===== config.mk =====
export PLATFORM = sky130hd
export DESIGN_NAME = range_allocator_coalescing_free_list_core
export DESIGN_NICKNAME = d
export VERILOG_FILES = /design/src/rtl/ral_pkg.sv /design/src/rtl/ral_free_mem.sv /design/src/rtl/range_allocator_coalescing_free_list_core.sv
export SDC_FILE = /design/constraint.sdc
export NUM_CORES = 1
export LEC_CHECK = 0
export ABC_CLOCK_PERIOD_IN_PS = 14700
export BUFFER_PORTS_ARGS = -buffer_cell sky130_fd_sc_hd__buf_2
export CORE_ASPECT_RATIO = 1.75
export CORE_UTILIZATION = 60
export DETAILED_ROUTE_END_ITERATION = 8
export GPL_ROUTABILITY_DRIVEN = 0
export GPL_TIMING_DRIVEN = 0
export PLACE_DENSITY_LB_ADDON = 0.15
export SLEW_MARGIN = 0
export SYNTH_ARGS = -nofsm -noshare
export SYNTH_HDL_FRONTEND = slang
export SYNTH_HIERARCHICAL = 1
export SYNTH_SLANG_ARGS = --single-unit
export TNS_END_PERCENT = 50

===== constraint.sdc =====
create_clock -name clk -period 14.7 [get_ports clk]
set_clock_uncertainty 0.15 [all_clocks]
set_input_delay 1.47 -clock clk [delete_from_list [all_inputs] [get_ports clk]]
set_output_delay 1.47 -clock clk [all_outputs]
set_load 0.005 [all_outputs]

===== src/rtl/ral_pkg.sv =====
`default_nettype none
package ral_pkg;

    localparam int SLOT_W            = 11;
    localparam int POOL_SLOTS_DEF    = 1024;
    localparam int FREE_ENTRIES_DEF  = 16;

    typedef enum logic [2:0] {
        ST_OK        = 3'd0,
        ST_ZERO      = 3'd1,
        ST_FULL      = 3'd2,
        ST_BAD       = 3'd3,
        ST_LIST_FULL = 3'd4
    } status_t;

    localparam logic OP_ALLOC = 1'b0;
    localparam logic OP_FREE  = 1'b1;

    typedef struct packed {
        logic              op;
        logic [SLOT_W-1:0] count;
        logic [SLOT_W-1:0] range_start;
        logic [SLOT_W-1:0] range_end;
    } req_t;

    typedef struct packed {
        status_t           status;
        logic [SLOT_W-1:0] given_start;
        logic [SLOT_W-1:0] given_end;
        logic [SLOT_W-1:0] used_top;
    } rsp_t;

    typedef struct packed {
        logic [SLOT_W-1:0] first;
        logic [SLOT_W-1:0] last;
    } ent_t;

endpackage
`default_nettype wire


===== src/rtl/ral_free_mem.sv =====
`default_nettype none
module ral_free_mem
    import ral_pkg::*;
#(
    parameter int DEPTH = FREE_ENTRIES_DEF,
    localparam int AW   = (DEPTH > 1) ? $clog2(DEPTH) : 1
)(
    input  wire logic          clk,
    input  wire logic          wr_en,
    input  wire logic [AW-1:0] wr_addr,
    input  wire ent_t          wr_data,
    input  wire logic [AW-1:0] rd_addr,
    output ent_t               rd_data
);

    ent_t mem [DEPTH];
    ent_t rd_data_reg;

    always_ff @(posedge clk)
    begin
        if (wr_en)
        begin
            mem[wr_addr] <= wr_data;
        end
        rd_data_reg <= mem[rd_addr];
    end

    assign rd_data = rd_data_reg;

endmodule
`default_nettype wire


===== src/rtl/range_allocator_coalescing_free_list_core.sv =====
// First-fit range allocator over a pool of 1-based slots, with a coalescing
// free list held in a small synchronous RAM.
// Request channel: req_valid / req_stall / req. A beat carries op
// (allocate or free), count, range_start and range_end. A new beat is taken
// only while the sequencer is idle; one request is in work at a time.
// Response channel: rsp_valid / rsp_stall / rsp. Each request gives one beat
// with status, the allocated range and the top of the used region.
// A rejected request goes straight to the final state. An allocate walks
// the list entry by entry, a read and then a check, until a fit or the end
// of the list; an exact fit removes its entry by moving each later entry
// down. A free runs compaction passes over the list: each pass reads entry
// pairs through the single RAM read port.
// The response sits in an output register; the next request is taken while
// a stalled response waits, and the sequencer holds in its final state only
// if a second response is ready before the first is taken.
// Reset clears the list fill count, the top of the used region and the
// response valid; RAM contents are not cleared.
`default_nettype none
module range_allocator_coalescing_free_list_core
    import ral_pkg::*;
#(
    parameter int POOL_SLOTS   = POOL_SLOTS_DEF,
    parameter int FREE_ENTRIES = FREE_ENTRIES_DEF
)(
    input  wire logic clk,
    input  wire logic rst_n,
    input  wire logic req_valid,
    output logic      req_stall,
    input  wire req_t req,
    output logic      rsp_valid,
    input  wire logic rsp_stall,
    output rsp_t      rsp
);

    localparam int TW0 = $clog2(POOL_SLOTS + 1);
    localparam int TW  = (TW0 > SLOT_W) ? TW0 : SLOT_W;
    localparam int AW  = (FREE_ENTRIES > 1) ? $clog2(FREE_ENTRIES) : 1;
    localparam int CW  = $clog2(FREE_ENTRIES + 1);

    typedef enum logic [9:0] {
        S_IDLE     = 10'b0000000001,
        S_SRCH_RD  = 10'b0000000010,
        S_SRCH_CHK = 10'b0000000100,
        S_CMP_A_RD = 10'b0000001000,
        S_CMP_A_CK = 10'b0000010000,
        S_CMP_B_RD = 10'b0000100000,
        S_CMP_B_CK = 10'b0001000000,
        S_DROP_RD  = 10'b0010000000,
        S_DROP_WR  = 10'b0100000000,
        S_FIN      = 10'b1000000000
    } state_t;

    state_t            state_reg, state_next;
    logic [CW-1:0]     fill_reg, fill_next;
    logic [TW-1:0]     top_reg, top_next;
    logic [CW-1:0]     a_reg, a_next;
    logic [CW-1:0]     b_reg, b_next;
    logic [CW-1:0]     m_reg, m_next;
    logic              ret_cmp_reg, ret_cmp_next;
    logic [SLOT_W-1:0] cnt_reg, cnt_next;
    ent_t              ea_reg, ea_next;
    status_t           st_reg, st_next;
    logic [SLOT_W-1:0] gs_reg, gs_next;
    logic [SLOT_W-1:0] ge_reg, ge_next;
    logic              out_valid_reg, out_valid_next;
    rsp_t              out_reg, out_next;

    logic              wr_en;
    logic [AW-1:0]     wr_addr;
    ent_t              wr_data;
    logic [AW-1:0]     rd_addr;
    ent_t              rd_data;

    logic [SLOT_W:0]   len;
    logic [SLOT_W:0]   alloc_last;
    logic [TW:0]       grow;
    logic [CW-1:0]     m_inc;
    logic              adj;

    ral_free_mem #(
        .DEPTH (FREE_ENTRIES)
    ) u_mem (
        .clk     (clk),
        .wr_en   (wr_en),
        .wr_addr (wr_addr),
        .wr_data (wr_data),
        .rd_addr (rd_addr),
        .rd_data (rd_data)
    );

    assign len        = {1'b0, rd_data.last} - {1'b0, rd_data.first} + (SLOT_W+1)'(1);
    assign alloc_last = {1'b0, rd_data.first} + {1'b0, cnt_reg} - (SLOT_W+1)'(1);
    assign grow       = {1'b0, top_reg} + (TW+1)'(cnt_reg);
    assign m_inc      = m_reg + CW'(1);
    assign adj        = ({1'b0, ea_reg.last} + (SLOT_W+1)'(1) == {1'b0, rd_data.first})
                     || ({1'b0, rd_data.last} + (SLOT_W+1)'(1) == {1'b0, ea_reg.first});

    assign req_stall = (state_reg != S_IDLE);
    assign rsp_valid = out_valid_reg;
    assign rsp       = out_reg;

    always_comb
    begin
        state_next     = state_reg;
        fill_next      = fill_reg;
        top_next       = top_reg;
        a_next         = a_reg;
        b_next         = b_reg;
        m_next         = m_reg;
        ret_cmp_next   = ret_cmp_reg;
        cnt_next       = cnt_reg;
        ea_next        = ea_reg;
        st_next        = st_reg;
        gs_next        = gs_reg;
        ge_next        = ge_reg;
        out_next       = out_reg;
        out_valid_next = out_valid_reg && rsp_stall;
        wr_en          = 1'b0;
        wr_addr        = fill_reg[AW-1:0];
        wr_data        = '{first: req.range_start, last: req.range_end};
        rd_addr        = a_reg[AW-1:0];

        case (state_reg)
            S_IDLE:
            begin
                if (req_valid)
                begin
                    cnt_next = req.count;
                    st_next  = ST_OK;
                    gs_next  = '0;
                    ge_next  = '0;
                    a_next   = '0;
                    if (req.op == OP_ALLOC)
                    begin
                        if (req.count == '0)
                        begin
                            st_next    = ST_ZERO;
                            state_next = S_FIN;
                        end
                        else
                        begin
                            a_next     = '0;
                            state_next = S_SRCH_RD;
                        end
                    end
                    else if (req.range_start == '0 || req.range_start > req.range_end
                             || TW'(req.range_end) > top_reg)
                    begin
                        st_next    = ST_BAD;
                        state_next = S_FIN;
                    end
                    else if (fill_reg >= CW'(FREE_ENTRIES))
                    begin
                        st_next    = ST_LIST_FULL;
                        state_next = S_FIN;
                    end
                    else
                    begin
                        wr_en      = 1'b1;
                        fill_next  = fill_reg + CW'(1);
                        state_next = S_CMP_A_RD;
                    end
                end
            end

            S_SRCH_RD:
            begin
                rd_addr = a_reg[AW-1:0];
                if (a_reg >= fill_reg)
                begin
                    if (grow > (TW+1)'(POOL_SLOTS))
                    begin
                        st_next = ST_FULL;
                    end
                    else
                    begin
                        gs_next  = SLOT_W'(top_reg + TW'(1));
                        ge_next  = SLOT_W'(grow);
                        top_next = TW'(grow);
                    end
                    state_next = S_FIN;
                end
                else
                begin
                    state_next = S_SRCH_CHK;
                end
            end

            S_SRCH_CHK:
            begin
                if ({1'b0, cnt_reg} <= len)
                begin
                    if (rd_data.first != '0 && (TW+1)'(alloc_last) <= {1'b0, top_reg})
                    begin
                        gs_next = rd_data.first;
                        ge_next = alloc_last[SLOT_W-1:0];
                    end
                    else
                    begin
                        st_next = ST_BAD;
                    end
                    if ({1'b0, cnt_reg} < len)
                    begin
                        wr_en      = 1'b1;
                        wr_addr    = a_reg[AW-1:0];
                        wr_data    = '{first: rd_data.first + cnt_reg, last: rd_data.last};
                        state_next = S_FIN;
                    end
                    else
                    begin
                        m_next       = a_reg;
                        ret_cmp_next = 1'b0;
                        state_next   = S_DROP_RD;
                    end
                end
                else
                begin
                    a_next     = a_reg + CW'(1);
                    state_next = S_SRCH_RD;
                end
            end

            S_CMP_A_RD:
            begin
                rd_addr = a_reg[AW-1:0];
                if (a_reg >= fill_reg)
                begin
                    state_next = S_FIN;
                end
                else
                begin
                    state_next = S_CMP_A_CK;
                end
            end

            S_CMP_A_CK:
            begin
                ea_next = rd_data;
                if (TW'(rd_data.last) == top_reg)
                begin
                    top_next     = TW'(rd_data.first) - TW'(1);
                    m_next       = a_reg;
                    ret_cmp_next = 1'b1;
                    state_next   = S_DROP_RD;
                end
                else
                begin
                    b_next     = a_reg + CW'(1);
                    state_next = S_CMP_B_RD;
                end
            end

            S_CMP_B_RD:
            begin
                rd_addr = b_reg[AW-1:0];
                if (b_reg >= fill_reg)
                begin
                    a_next     = a_reg + CW'(1);
                    state_next = S_CMP_A_RD;
                end
                else
                begin
                    state_next = S_CMP_B_CK;
                end
            end

            S_CMP_B_CK:
            begin
                if (adj)
                begin
                    wr_en        = 1'b1;
                    wr_addr      = a_reg[AW-1:0];
                    wr_data.first = (rd_data.first < ea_reg.first) ? rd_data.first
                                                                   : ea_reg.first;
                    wr_data.last  = (rd_data.last > ea_reg.last) ? rd_data.last
                                                                 : ea_reg.last;
                    m_next       = b_reg;
                    ret_cmp_next = 1'b1;
                    state_next   = S_DROP_RD;
                end
                else
                begin
                    b_next     = b_reg + CW'(1);
                    state_next = S_CMP_B_RD;
                end
            end

            S_DROP_RD:
            begin
                rd_addr = m_inc[AW-1:0];
                if (m_inc >= fill_reg)
                begin
                    fill_next = fill_reg - CW'(1);
                    a_next    = '0;
                    if (ret_cmp_reg)
                    begin
                        state_next = S_CMP_A_RD;
                    end
                    else
                    begin
                        state_next = S_FIN;
                    end
                end
                else
                begin
                    state_next = S_DROP_WR;
                end
            end

            S_DROP_WR:
            begin
                wr_en      = 1'b1;
                wr_addr    = m_reg[AW-1:0];
                wr_data    = rd_data;
                m_next     = m_inc;
                state_next = S_DROP_RD;
            end

            S_FIN:
            begin
                if (!out_valid_reg || !rsp_stall)
                begin
                    out_next.status      = st_reg;
                    out_next.given_start = gs_reg;
                    out_next.given_end   = ge_reg;
                    out_next.used_top    = top_reg[SLOT_W-1:0];
                    out_valid_next       = 1'b1;
                    state_next           = S_IDLE;
                end
            end

            default:
            begin
                state_next = S_IDLE;
            end
        endcase
    end

    always_ff @(posedge clk or negedge rst_n)
    begin
        if (!rst_n)
        begin
            state_reg     <= S_IDLE;
            fill_reg      <= '0;
            top_reg       <= '0;
            out_valid_reg <= 1'b0;
        end
        else
        begin
            state_reg     <= state_next;
            fill_reg      <= fill_next;
            top_reg       <= top_next;
            out_valid_reg <= out_valid_next;
        end
    end

    always_ff @(posedge clk)
    begin
        a_reg       <= a_next;
        b_reg       <= b_next;
        m_reg       <= m_next;
        ret_cmp_reg <= ret_cmp_next;
        cnt_reg     <= cnt_next;
        ea_reg      <= ea_next;
        st_reg      <= st_next;
        gs_reg      <= gs_next;
        ge_reg      <= ge_next;
        out_reg     <= out_next;
    end

endmodule
`default_nettype wire

After elaboration in Yosys (flattened, before gate mapping)
Memory sizes are Yosys's and may differ from the RTL's. A register that Yosys moved wholly into a read port is not among the register bits.
Cells that the tools add are included.
{"block": "totals", "in_bits": 38, "wordCells": 194, "output_inout_bits": 38, "mem_count": 1, "regBits": 137, "ram_bits": 352}
{"name": "u_mem.mem", "words": 16, "word_bits": 22, "read_ports": 1, "rd_ports_with_merged_regs": 1, "write_ports": 1, "line_no": "ral_free_mem.sv:16", "text": "ent_t mem [DEPTH];"}
{"block": "classes", "n_reduce_logical": 29, "n_mux": 86, "n_lt_le_gt_ge": 12, "n_eq_ne": 33, "add_sub_neg": 15}
{"cell": "$mux W11", "n": 12}
{"cell": "$mux W10", "n": 12}
{"cell": "$pmux W10 S10", "n": 1}
{"cell": "$mux W5", "n": 15}
{"cell": "$mux W22", "n": 3}
{"cell": "$pmux W11 S3", "n": 2}
{"cell": "$pmux W22 S3", "n": 1}
{"cell": "$pmux W5 S4", "n": 2}
{"cell": "$ne A2 B2 Y1 const B", "n": 19}
{"cell": "$gt A11 B11 Y1", "n": 3}
{"cell": "$add A11 B1 Y12 const B", "n": 2}
{"cell": "$add A11 B11 Y12", "n": 2}
{"cell": "$eq A12 B11 Y1", "n": 2}
{"cell": "$mux W3", "n": 8}
{"cell": "$logic_not A11 Y1", "n": 2}
{"cell": "$pmux W11 S2", "n": 1}
{"cell": "$add A5 B1 Y5 const B", "n": 4}
{"cell": "$pmux W5 S2", "n": 2}
{"cell": "$reduce_and A6 Y1", "n": 3}
{"cell": "$mux W1", "n": 16}
{"cell": "$mux W8", "n": 2}
{"cell": "$ge A5 B5 Y1", "n": 3}
{"cell": "$reduce_and A5 Y1", "n": 3}
{"cell": "$add A12 B1 Y12 const B", "n": 1}
{"cell": "41 further kinds", "n": 54}

Longest topological paths before layout
Gate-level depths: netlist of the first run.
{"block": "logic_depth", "ltp_word": 9, "mapped_depth": 24, "ltp_nobuf": 23}

Cells and area by module
Netlist of the first run, hierarchy kept.
{"mod": "ral_free_mem", "n_inst": 1, "area_per_inst_um2": 13822.0, "cells_per_inst": 583, "seq_area_each_um2": 11010.6}
{"mod": "range_allocator_coalescing_free_list_core", "n_inst": 1, "area_per_inst_um2": 11518.5, "cells_per_inst": 1174, "seq_area_each_um2": 3980.1}

Least setup slack after synthesis of the first run
OpenSTA, ideal clock, no wires.
{"block": "synth_timing", "path_kind": "flip-flop to flip-flop", "from": "register u_mem/rd_data[13] (netlist name)", "to": "memory u_mem/mem[0][0] in the netlist's numbering (enable)", "n_path_buf": 2, "setup_slack_ps": 7841, "setup_ps": 429, "required_ps": 14121, "stages_incl_launch_ff": 25, "period_less_slack_ps": 6859, "t_arrival_ps": 6281, "cell_sequence": "dfxtp_1 buf_6 inv_1 ha_1 ha_1 a21o_1 a21oi_1 o21bai_1 a21oi_1 o21ai_0 a21o_1 a21oi_1 xor2_1 ha_1 nand4_1 nor2_1 a21boi_0 a2111oi_2 nand4b_2 o211ai_4 buf_2 a22o_1 a21o_1 or3b_2 nor3_1"}
{"block": "synth_via", "elab_cells_between_ends": 16, "cone_classes": "add/sub: 2; order compare: 2; eq/ne: 1; mux: 10; reduce/logical: 1"}
{"element": "$sub A11 B11 Y12", "line_no": "range_allocator_coalescing_free_list_core.sv:91", "text": "assign len = {1'b0, rd_data.last} - {1'b0, rd_data.first} + (SLOT_W+1)'(1);"}
{"element": "$add A12 B1 Y12", "line_no": "range_allocator_coalescing_free_list_core.sv:91"}
{"element": "$lt A11 B12 Y1", "line_no": "range_allocator_coalescing_free_list_core.sv:202", "text": "if ({1'b0, cnt_reg} < len)"}
{"element": "$mux W4", "line_no": "range_allocator_coalescing_free_list_core.sv:202"}
{"element": "$mux W4", "line_no": "range_allocator_coalescing_free_list_core.sv:191", "text": "if ({1'b0, cnt_reg} <= len)"}
{"element": "$pmux W4 S3 *", "line_no": "range_allocator_coalescing_free_list_core.sv:123", "text": "case (state_reg)"}
{"element": "via wr_addr[2]", "line_no": "range_allocator_coalescing_free_list_core.sv:69", "text": "logic [AW-1:0] wr_addr;"}
{"element": "to (decl)", "line_no": "ral_free_mem.sv:16"}
The timed path passes the listed nets; every way through them passes the cells marked *.

Worst setup path in the final report of the first run
{"block": "layout_timing", "from": "register u_mem/rd_data[2] (netlist name)", "to": "memory u_mem/mem[0][10] in the netlist's numbering (enable)"}
{"block": "layout_via", "elab_cells_between_ends": 17, "cone_classes": "add/sub: 3; order compare: 2; eq/ne: 1; mux: 10; reduce/logical: 1"}
{"element": "$sub A11 B11 Y12", "line_no": "range_allocator_coalescing_free_list_core.sv:91"}
{"element": "$add A12 B1 Y12", "line_no": "range_allocator_coalescing_free_list_core.sv:91"}
{"element": "$lt A11 B12 Y1", "line_no": "range_allocator_coalescing_free_list_core.sv:202"}
{"element": "$mux W4", "line_no": "range_allocator_coalescing_free_list_core.sv:202"}
{"element": "$mux W4", "line_no": "range_allocator_coalescing_free_list_core.sv:191"}
{"element": "$pmux W4 S3 *", "line_no": "range_allocator_coalescing_free_list_core.sv:123"}
{"element": "via wr_addr[2]", "line_no": "range_allocator_coalescing_free_list_core.sv:69"}
Marked as above.

==> results of run 1 <==
-- layout by cell type (no fill, tap or decap), types with 22 or more instances in the layout --
master | netlist | routed
a221o_1 | 27 | 27
nor2_1 | 88 | 76
clkbuf_1 | 21 | 30
inv_1 | 114 | 114
a21o_1 | 23 | 23
edfxtp_1 | 462 | 462
buf_2 | 17 | 92
xnor2_1 | 65 | 65
a21oi_1 | 59 | 58
mux4_2 | 88 | 88
xor2_1 | 24 | 24
dfrtp_1 | 26 | 26
a22oi_1 | 26 | 26
nand2_1 | 80 | 80
dfxtp_1 | 22 | 22
clkbuf_16 | 0 | 45
nand3_1 | 43 | 43
ha_1 | 153 | 153
o21ai_0 | 55 | 55
-- area by class of cell --
cell class / instances / area [um2] / share of cell area (%)
repair buffers: 87 / 551.8 / 1.956
multi-input cells: 1069 / 9671 / 34.28
inverters: 116 / 435.4 / 1.544
clock inverters: 25 / 267.8 / 0.9492
plain buffers: 61 / 396.6 / 1.406
flip-flops and latches: 511 / 14990 / 53.14
clock buffers: 57 / 1201 / 4.258
well taps: 555 / 694.4 / 2.462
-- worst max path at each step --
stage,slack [ns],end,cells after the start,start
global route,6.90,u_mem/mem[0][14]$_DFFE_PP_,26,u_mem/rd_data[1]$_DFF_P_
global placement,4.80,u_mem/mem[0][13]$_DFFE_PP_,23,u_mem/rd_data[1]$_DFF_P_
floorplan,7.84,u_mem/mem[0][0]$_DFFE_PP_,24,u_mem/rd_data[13]$_DFF_P_
finish,7.14,u_mem/mem[0][10]$_DFFE_PP_,24,u_mem/rd_data[2]$_DFF_P_
detailed placement,7.00,u_mem/mem[0][14]$_DFFE_PP_,25,u_mem/rd_data[1]$_DFF_P_
CTS,6.95,u_mem/mem[0][14]$_DFFE_PP_,25,u_mem/rd_data[1]$_DFF_P_
-- power by group through the flow --
stage               sequential [uW]  clock (uW)  combinational [uW]
CTS                            1950        1210                2540
finish                         1970        1200                2610
floorplan                      1890           0                1800
detailed placement             1990           0                2510
global route                   1970        1260                2840
global placement               1980           0                2410
-- synth_stat cells (all sizes together) (9+ instances only) --
cell type	instances
a221o	27
o211ai	14
mux4	88
nand4	21
a211oi	15
o22ai	12
dfrtp	26
o21bai	9
and4	9
inv	116
clkbuf	21
edfxtp	462
a22o	17
nor3	28
dfxtp	22
nor4	15
a21oi	60
a21o	23
nand2b	11
nor2	88
xor2	24
nand2	81
ha	153
xnor2	65
nand3	44
buf	40
a22oi	46
and2	20
mux2i	12
o21ai	63
nor2b	16
-- worst reg2reg max path: stages (launching register included) --
cell and delay [ns]:
dfxtp_1 0.75, ha_1 0.39, ha_1 0.32, a21o_1 0.19
a21oi_1 0.24, o21bai_1 0.10, a21oi_1 0.22, o21ai_0 0.18
a21o_1 0.21, a21oi_1 0.16, xor2_1 0.20, ha_1 0.31
nand4_1 0.16, nor2_1 0.06, a21boi_0 0.16, a2111oi_4 0.67
nand4b_2 0.29, o211ai_4 0.14, buf_2 0.22, a22o_1 0.23
a21o_1 0.21, or3b_2 0.60, nor3_2 0.66, buf_8 0.24
buf_6 0.19
-- metal layers --
layer  vias to the layer above  global-route usage (%)  share of wire, %
met5                         -                       0              0.12
met4                        12                   30.10               9.9
met3                       349                   8.472               7.6
met2                       807                   61.70                52
met1                      8116                   34.15                30
li1                       7134                       -                 -
-- through the flow --
step,instance area [um2],power [uW],utilization [%]
after floorplan,25340,3691,-
after global placement,26410,4390,63.46
after detailed placement,26720,4497,64.19
after CTS,28180,5698,67.72
after global routing,28210,6073,67.78
final,28210,5774,67.78
-- cell families after synthesis --
kind of cell / after synthesis
AO/OA/AOI/OAI: 345
multiplexers: 103
buffers and inverters: 177
AND/OR/NAND/NOR: 374
adder cells (fa/ha/maj): 158
XOR/XNOR: 89
flip-flops: 511
==> flow_summary.json, run 1 <==
{
  "finalCritPeriodShare_pct": 51.42,
  "hold_path.class": "reg2reg",
  "insertion_delay_ns": 0.59,
  "sequentialPowerShare_pct": 34.1,
  "place_ws_ns": 7.004,
  "ys_ff_latch": 511,
  "setup_ws_ns": 7.142,
  "fillCellCount": 2953,
  "switching_share_pct": 39.51,
  "slew_viol_final": 3,
  "cp_max_fo": 10,
  "final_layout_size_suffix_gt1_share_pct": 18.59,
  "fmax_mhz": 132.3,
  "hold_depth": 0,
  "timing.critical_path.buf_inv": 3,
  "synthAdderAreaFrac_pct": 7.949,
  "core_area_um2": 41620,
  "start_util_pct": 60.89,
  "cp_top_family": "compound AO/OA/AOI/OAI gates",
  "yosys.area_share.simple_pct": 7.870,
  "nNetsFinal": 2086,
  "portBuffers": 75,
  "synth_edf_count": 462,
  "instances_no_fill": 2481,
  "syn-instance-count": 1757,
  "vias": 16420,
  "syn2layout_area_growth_pct": 11.32,
  "cp-end-kind": "flip-flop",
  "p_sw_uw": 2281,
  "regToRegEndpoint": "u_mem/mem[0][10]$_DFFE_PP_",
  "synth_xor_area_share_pct": 3.076,
  "netlist_area_um2": 25340,
  "timing.hold.ws_ns": 0.2676,
  "synth.area.top_cells": "edfxtp_1 55%, mux4_2 7.8%, ha_1 7.6%",
  "cpPeakStageDelay_ns": 0.75,
  "rows": 99,
  "min_to": "rsp[24]$_DFFE_PP_",
  "slowest_stage": "dfxtp_1",
  "die_w_um": 157.4,
  "p_per_area_nw_per_um2": 204.7,
  "worst_slew_pin_slew_ns": 1.551,
  "internal_power_uw": 3493,
  "vias_per_cell": 6.617,
  "rsz0062_at_grt": "no",
  "reg2regPathDepth": 24,
  "status": "complete, but fails checks",
  "cts.clk_slew.worst_paths_ns": 0.07,
  "drtAntennaViolNets": 0,
  "violations": "capacitance limit, slew limit",
  "synthDistinctLibCells": 95,
  "period_needed_ns": 7.558,
  "hold_viol": 0,
  "synth_compound_area_share_pct": 10.21,
  "yosysTopAreaCellShare_pct": 54.75,
  "wl_mm": 72.38,
  "min_from": "gs_reg[2]$_DFFE_PP_",
  "postCtsHoldBufs": 0,
  "dr.pass1.iters": 6,
  "grt_max_degree": 32,
  "grt_pass1_wl_mm": 105.9,
  "largest_reg_flops": 352,
  "crit_chain": "ha_1, ha_1, a21o_1, a21oi_1, o21bai_1, a21oi_1, o21ai_0, a21o_1, a21oi_1, xor2_1, ha_1, nand4_1, nor2_1, a21boi_0, a2111oi_4, nand4b_2, o211ai_4, buf_2, a22o_1, a21o_1, or3b_2, nor3_2, buf_8, buf_6",
  "ios": 76,
  "grt_pass1_vias": 16990,
  "p_clk_share_pct": 20.7,
  "cts_buffers": 44,
  "start_kind": "flip-flop",
  "die_h_um": 273.9,
  "cts.htree.levels": 2,
  "yosys-mux-area-fraction_pct": 8.458,
  "cts.sinks": 511,
  "vdd_drop_max_mv": 0.1191,
  "regToRegSetupSlack_ns": 7.14,
  "cts-root-buf": "clkbuf_16",
  "avgSynthCellArea_um2": 14.42,
  "slew_headroom_pct": -4.723,
  "routedWlPerCell_um": 29.17,
  "power_frac_comb_pct": 45.2,
  "drv_cap": 1,
  "yosys_warnings": 6,
  "diodes": 0,
  "post-place-cells": 2399,
  "synth-seq-area-share_pct": 59.16,
  "tns_ns": 0,
  "synth_top_area_cell": "edfxtp_1",
  "drc_errors": 0,
  "critPathRequiredTime_ns": 14.84,
  "cts_tree": "yes",
  "synth_nets": 1953,
  "clockBufferDepth": 3,
  "top_register": "u_mem/mem",
  "grt.overflow.total": 0,
  "cts_setup_buffers": 0,
  "synth_top_family_by_area": "compound AO/OA/AOI/OAI gates",
  "dp_hpwl_mm": 51.70,
  "antenna_found_initial": 7,
  "die_area_um2": 43090,
  "cp.arrival_ns": 7.70,
  "cts_resized": 0,
  "drt_iter0_drc": 1660,
  "rr_startpoint": "u_mem/rd_data[2]$_DFF_P_",
  "worst-setup-path-type": "reg2reg",
  "async_reset_ff_share_pct": 5.284,
  "track_usage_pct": 35.15,
  "setup_violations": 0,
  "p_leak_uw": 0.01027,
  "synthFlopType": "edfxtp_1"
}
No activity file was read; power rests on OpenSTA's default activity.
==> run 2, diff against run 1 <==
--- a/config.mk
+++ b/config.mk
@@ -5,10 +5,10 @@
 export SDC_FILE = /design/constraint.sdc
 export NUM_CORES = 1
 export LEC_CHECK = 0
-export ABC_CLOCK_PERIOD_IN_PS = 14700
+export ABC_CLOCK_PERIOD_IN_PS = 6400
 export BUFFER_PORTS_ARGS = -buffer_cell sky130_fd_sc_hd__buf_2
 export CORE_ASPECT_RATIO = 1.75
-export CORE_UTILIZATION = 60
+export CORE_UTILIZATION = 57
 export DETAILED_ROUTE_END_ITERATION = 8
 export GPL_ROUTABILITY_DRIVEN = 0
 export GPL_TIMING_DRIVEN = 0
==> constraint.sdc (replaced) <==
create_clock -name clk -period 6.4 [get_ports clk]
set_clock_uncertainty 0.15 [all_clocks]
set_input_delay 0.64 -clock clk [delete_from_list [all_inputs] [get_ports clk]]
set_output_delay 0.64 -clock clk [all_outputs]
set_load 0.005 [all_outputs]
==> run 2 against run 1 <==
The flow now finishes without violations. Setup slack got worse by 7.0 ns. Maximum frequency rose by 22%. Sequential cell count did not move. Largest power group unchanged.
==> flow_summary.json, run 2 (synthesis gave the netlist of run 1 again) <==
{
  "status": "finished clean",
  "setup_violations": 0,
  "crit_path_frequent_cell": "a21oi_2",
  "cpPeakStageDelay_ns": 0.49,
  "final_cell_mix": "462 x edfxtp_1, 152 x ha_1, 112 x inv_1",
  "slew_headroom_pct": 9.633,
  "ios": 76,
  "place_ws_ns": -1.276,
  "slowest_stage": "nor2_4",
  "grt_pass1_vias": 16910,
  "start_util_pct": 58.12,
  "insertion_delay_ns": 0.60,
  "cp-end-kind": "flip-flop",
  "slew_viol_final": 0,
  "finalCritPeriodShare_pct": 97.12,
  "worst_slew_pin_slew_ns": 1.350,
  "wl_mm": 72.77,
  "diodes": 0,
  "cts-root-buf": "clkbuf_16",
  "rows": 101,
  "hold_path.class": "in2reg",
  "setup_ws_ns": 0.1840,
  "die_area_um2": 45340,
  "cts_buffers": 47,
  "worst-setup-path-type": "reg2reg",
  "p_per_area_nw_per_um2": 466.0,
  "antenna_found_initial": 0,
  "final_common_cell": "edfxtp_1",
  "final_layout_size_suffix_gt1_share_pct": 21.87,
  "die_w_um": 161.4,
  "nNetsFinal": 2134,
  "die_h_um": 280.9,
  "critPathRequiredTime_ns": 6.47,
  "fillCellCount": 3009,
  "cp.arrival_ns": 6.29,
  "grt_max_degree": 33,
  "cts.clk_slew.worst_paths_ns": 0.06,
  "grt_pass1_wl_mm": 105.6,
  "vias_per_cell": 6.513,
  "p_leak_uw": 0.01058,
  "drc_errors": 0,
  "vias": 16550,
  "drtAntennaViolNets": 0,
  "fmax_mhz": 160.9,
  "top_register": "u_mem/mem",
  "fin_util_pct": 66.60,
  "routedWlPerCell_um": 28.64,
  "track_usage_pct": 32.66,
  "rsz0062_at_grt": "no",
  "cp_max_fo": 11,
  "dpl_cell_area_um2": 26770,
  "grt.overflow.total": 0,
  "syn2layout_area_growth_pct": 14.59,
  "drt_iter0_drc": 1616,
  "cts_tree": "yes",
  "power_uw": 13530,
  "largest_reg_flops": 352,
  "hold_viol": 0,
  "core_area_um2": 43600,
  "dr.pass1.iters": 7,
  "drv_cap": 0,
  "stdcell_area_um2": 29040,
  "period_needed_ns": 6.216,
  "cts.htree.levels": 2,
  "start_kind": "flip-flop",
  "portBuffers": 75,
  "vdd_drop_max_mv": 0.2620,
  "dp_hpwl_mm": 50.24,
  "cts.sinks": 511,
  "tns_ns": 0,
  "clockBufferDepth": 3
}
==> run 2: changes by cell type in the layout (fill, tap and decap cells not counted), moves of 5 or more <==
cell     delta
dfxtp_1     -9
nor3_2      -5
dfxtp_2     +5
nor2_4     +11
buf_12     +16
buf_4      +23
==> run 2: path summary, 6_finish.rpt <==
check                      cells past startpoint                      start  slack [ns]                         end
min in group asynchronous                      2                      rst_n        0.49     fill_reg[0]$_DFFE_PN0P_
setup / recovery                              25  u_mem/rd_data[13]$_DFF_P_        0.18  u_mem/mem[13][8]$_DFFE_PP_
max in group asynchronous                      2                      rst_n        5.14    state_reg[1]$_DFFE_PN0P_
setup reg to reg                              25  u_mem/rd_data[13]$_DFF_P_        0.18  u_mem/mem[13][8]$_DFFE_PP_
hold reg to reg                                0        gs_reg[0]$_DFFE_PP_        0.26           rsp[22]$_DFFE_PP_
hold / removal                                 1                    req[30]        0.09        cnt_reg[8]$_DFFE_PP_
==> run 2: per-layer routing <==
metal	vias to the layer above	routed length, um	share of wire [%]	track usage, %
met3	292	4975	6.8	5.947
met2	821	37920	52	57.91
li1	7245	-	-	-
met4	0	6575	9.0	26.68
met5	-	0	0	0
met1	8191	23300	32	33.36
==> run 2: report_power, final <==
| part | switching, uW | leakage, uW | internal (uW) |
|---|---|---|---|
| Combinational | 3570 | 0.00510 | 2600 |
| Clock | 1250 | 0.000744 | 1580 |
| Sequential | 429 | 0.00473 | 4100 |
==> run 2: cell type report <==
| type | count | area [um2] | area share (%) |
|---|---|---|---|
| plain buffers | 61 | 411.6 | 1.418 |
| well taps | 566 | 708.2 | 2.439 |
| clock buffers | 60 | 1266 | 4.361 |
| clock inverters | 26 | 284.0 | 0.9781 |
| repair buffers | 123 | 1001 | 3.447 |
| multi-input cells | 1078 | 9912 | 34.13 |
| inverters | 116 | 442.9 | 1.525 |
| flip-flops and latches | 511 | 15010 | 51.70 |
==> run 2: what timing repair did <==
item                                   4_1_cts  5_1_grt
endpoints found under the hold margin       26        0
hold buffers                                 1        0
setup endpoints to repair                  553      347
pin swaps                                   22       12
setup buffers                               25       12
gates cloned                                 9        0
gates resized for setup                     36       21
==> run 2: through the flow <==
stage | hold slack, ns | cells
after global routing | 0.08123 | 2541
after CTS | 0.07838 | 2529
after global placement | 0.2503 | 2398
final | 0.08536 | 2541
after detailed placement | 0.2561 | 2408
after floorplan | 0.1944 | 1757
==> run 2: worst max-delay path: cells and delay by family (launching register included) <==
kind                       cells  cell delay, ns
and+or+nand+nor                5            1.35
xor gates and xnor gates       1            0.22
AOI/OAI and AO/OA             12            2.30
DFF                            1            0.39
buffers and inverters          4            0.61
adders and majority gates      3            0.82
==> run 3, diff against run 2 <==
--- a/config.mk
+++ b/config.mk
@@ -6,12 +6,13 @@
 export NUM_CORES = 1
 export LEC_CHECK = 0
 export ABC_CLOCK_PERIOD_IN_PS = 6400
-export BUFFER_PORTS_ARGS = -buffer_cell sky130_fd_sc_hd__buf_2
+export BUFFER_PORTS_ARGS = -buffer_cell sky130_fd_sc_hd__buf_4
 export CORE_ASPECT_RATIO = 1.75
 export CORE_UTILIZATION = 57
 export DETAILED_ROUTE_END_ITERATION = 8
 export GPL_ROUTABILITY_DRIVEN = 0
 export GPL_TIMING_DRIVEN = 0
+export HOLD_SLACK_MARGIN = 0.05
 export PLACE_DENSITY_LB_ADDON = 0.15
 export SLEW_MARGIN = 0
 export SYNTH_ARGS = -nofsm -noshare
==> constraint.sdc (replaced) <==
create_clock -name clk -period 6.4 [get_ports clk]
set_clock_uncertainty 0.15 [all_clocks]
set_input_delay 1.28 -clock clk [delete_from_list [all_inputs] [get_ports clk]]
set_output_delay 1.28 -clock clk [all_outputs]
set_load 0.005 [all_outputs]
==> run 3 against run 2 <==
Cell area increased by 1.0%. First-iteration DRC count decreased by 4.0%. Core utilization increased by 0.67 points. Non-clock buffer count increased by 12. Global-route usage increased by 0.53 points. Sequential share of layout area decreased by 0.52 points. Via count increased by 0.68%. Sequential power about the same. Combinational power decreased by 0.6%. Largest cell class unchanged.
==> flow_summary.json, run 3 (synthesis gave the netlist of run 1 again) <==
{
  "status": "finished clean",
  "die_h_um": 280.9,
  "critPathRequiredTime_ns": 6.55,
  "hold_viol": 0,
  "worst-setup-path-type": "reg2reg",
  "cts_tree": "yes",
  "drc_errors": 0,
  "nNetsFinal": 2145,
  "power_uw": 13490,
  "hold_depth": 0,
  "grt_pass1_vias": 17180,
  "insertion_delay_ns": 0.58,
  "vdd_drop_max_mv": 0.2881,
  "worstSetupStartpoint": "u_mem/rd_data[16]$_DFF_P_",
  "cp_max_fo": 9,
  "grt.overflow.total": 0,
  "track_usage_pct": 33.19,
  "fillCellCount": 3043,
  "hold_path.class": "reg2reg",
  "cts-root-buf": "clkbuf_16",
  "cts.sinks": 511,
  "grt_pass1_wl_mm": 107.6,
  "post-place-cells": 2408,
  "drv_cap": 0,
  "min_to": "rsp[17]$_DFFE_PP_",
  "vias": 16660,
  "largest_reg_flops": 352,
  "p_leak_uw": 0.01072,
  "seqCellArea_um2": 15010,
  "cts.clk_slew.worst_paths_ns": 0.07,
  "cts_buffers": 46,
  "die_w_um": 161.4,
  "period_needed_ns": 6.262,
  "final_layout_size_suffix_gt1_share_pct": 22.19,
  "wl_mm": 73.54,
  "cp.arrival_ns": 6.41,
  "syn2layout_area_growth_pct": 15.75,
  "vias_per_cell": 6.523,
  "regToRegSetupSlack_ns": 0.14,
  "timing.hold.ws_ns": 0.2691,
  "min_from": "ge_reg[6]$_DFFE_PP_",
  "drtAntennaViolNets": 0,
  "final_common_cell": "edfxtp_1",
  "setup_violations": 0,
  "final_cell_mix": "462 x edfxtp_1, 152 x ha_1, 123 x buf_4",
  "slew_viol_final": 0,
  "portBuffers": 75,
  "dp_hpwl_mm": 50.97,
  "p_per_area_nw_per_um2": 460.0,
  "setup_ws_ns": 0.1380,
  "slew_headroom_pct": 11.46,
  "cp-end-kind": "flip-flop",
  "drt_iter0_drc": 1552,
  "worst_slew_pin_slew_ns": 1.322,
  "fmax_mhz": 159.7,
  "postCtsHoldBufs": 0,
  "multiInputGateArea_um2": 9886,
  "dr.pass1.iters": 5,
  "routedWlPerCell_um": 28.79,
  "rsz0062_at_grt": "no",
  "die_area_um2": 45340,
  "clockBufferDepth": 3,
  "ios": 76,
  "rows": 101,
  "finalCritPeriodShare_pct": 97.84,
  "start_kind": "flip-flop",
  "place_ws_ns": -1.458,
  "cts.htree.levels": 2,
  "antenna_found_initial": 1,
  "start_util_pct": 58.12,
  "rr_startpoint": "u_mem/rd_data[16]$_DFF_P_",
  "instances_no_fill": 2554,
  "core_area_um2": 43600,
  "grt_max_degree": 32,
  "reg2regPathDepth": 21,
  "top_register": "u_mem/mem",
  "regToRegEndpoint": "u_mem/mem[0][7]$_DFFE_PP_"
}
run 3: layout make-up:
| type | count | share of cell area [%] |
|---|---|---|
| repair buffers | 135 | 4.509 |
| plain buffers | 61 | 1.374 |
| well taps | 566 | 2.414 |
| clock inverters | 25 | 1.075 |
| multi-input cells | 1078 | 33.70 |
| clock buffers | 61 | 4.223 |
| diodes | 1 | 0.008532 |
| inverters | 116 | 1.510 |
| flip-flops and latches | 511 | 51.18 |
run 3: worst max path at each step:
| stage | endpoint | slack [ns] | cells past startpoint |
|---|---|---|---|
| 5_1_grt | u_mem/mem[0][16]$_DFFE_PP_ | 0.0007 | 25 |
| 6_report | u_mem/mem[0][7]$_DFFE_PP_ | 0.14 | 21 |
| 2_1_floorplan | ge_reg[0]$_DFFE_PP_ | -0.15 | 21 |
| 4_1_cts | u_mem/mem[0][15]$_DFFE_PP_ | 0.006 | 27 |
| 3_3_place_gp | u_mem/mem[12][19]$_DFFE_PP_ | -3.36 | 21 |
| 3_5_place_dp | u_mem/mem[0][16]$_DFFE_PP_ | -1.46 | 23 |
run 3: layer usage:
layer	track usage, %	vias to the layer above	wire [um]
met3	6.110	343	5310
met4	28.64	0	7283
li1	-	7271	-
met5	0	-	0
met2	59.10	825	38180
met1	32.98	8222	22760
run 3: critical path, stage by stage, from the launching register on:
cell and delay [ns]:
dfxtp_4 0.50, clkinvlp_4 0.24, ha_1 0.45, ha_1 0.39, o21ai_0 0.13, o21bai_2 0.27
a21oi_2 0.12, o21bai_1 0.16, a21oi_1 0.11, xor2_1 0.16, ha_1 0.31, nand4_1 0.12
nor2_1 0.23, a21boi_2 0.35, a2111oi_4 0.10, buf_4 0.16, o21ai_4 0.29, o21ai_0 0.30
a21o_4 0.32, or3b_4 0.51, nor3_4 0.26, bufbuf_16 0.33
run 3: repair_timing:
action,in CTS,in global routing
gates cloned,10,0
setup buffers,33,16
endpoints found under the setup margin,697,321
resized for setup,38,12
pin swaps,23,9
run 3: per-stage QoR:
| step | util [%] | TNS, ns | area [um2] |
|---|---|---|---|
| final | 67.28 | 0 | 29330 |
| after global routing | 67.28 | 0 | 29330 |
| after CTS | 66.76 | 0 | 29110 |
| after detailed placement | 61.85 | -525.34 | 26970 |
| after global placement | 61.07 | -928.70 | 26630 |
| after floorplan | - | -4.723 | 25360 |
run 3: power breakdown:
part	switching [uW]	internal, uW	leakage, uW	total, uW
clock	1240	1590	0.000750	2830
sequential	429	4100	0.00473	4530
combinational	3550	2580	0.00523	6130
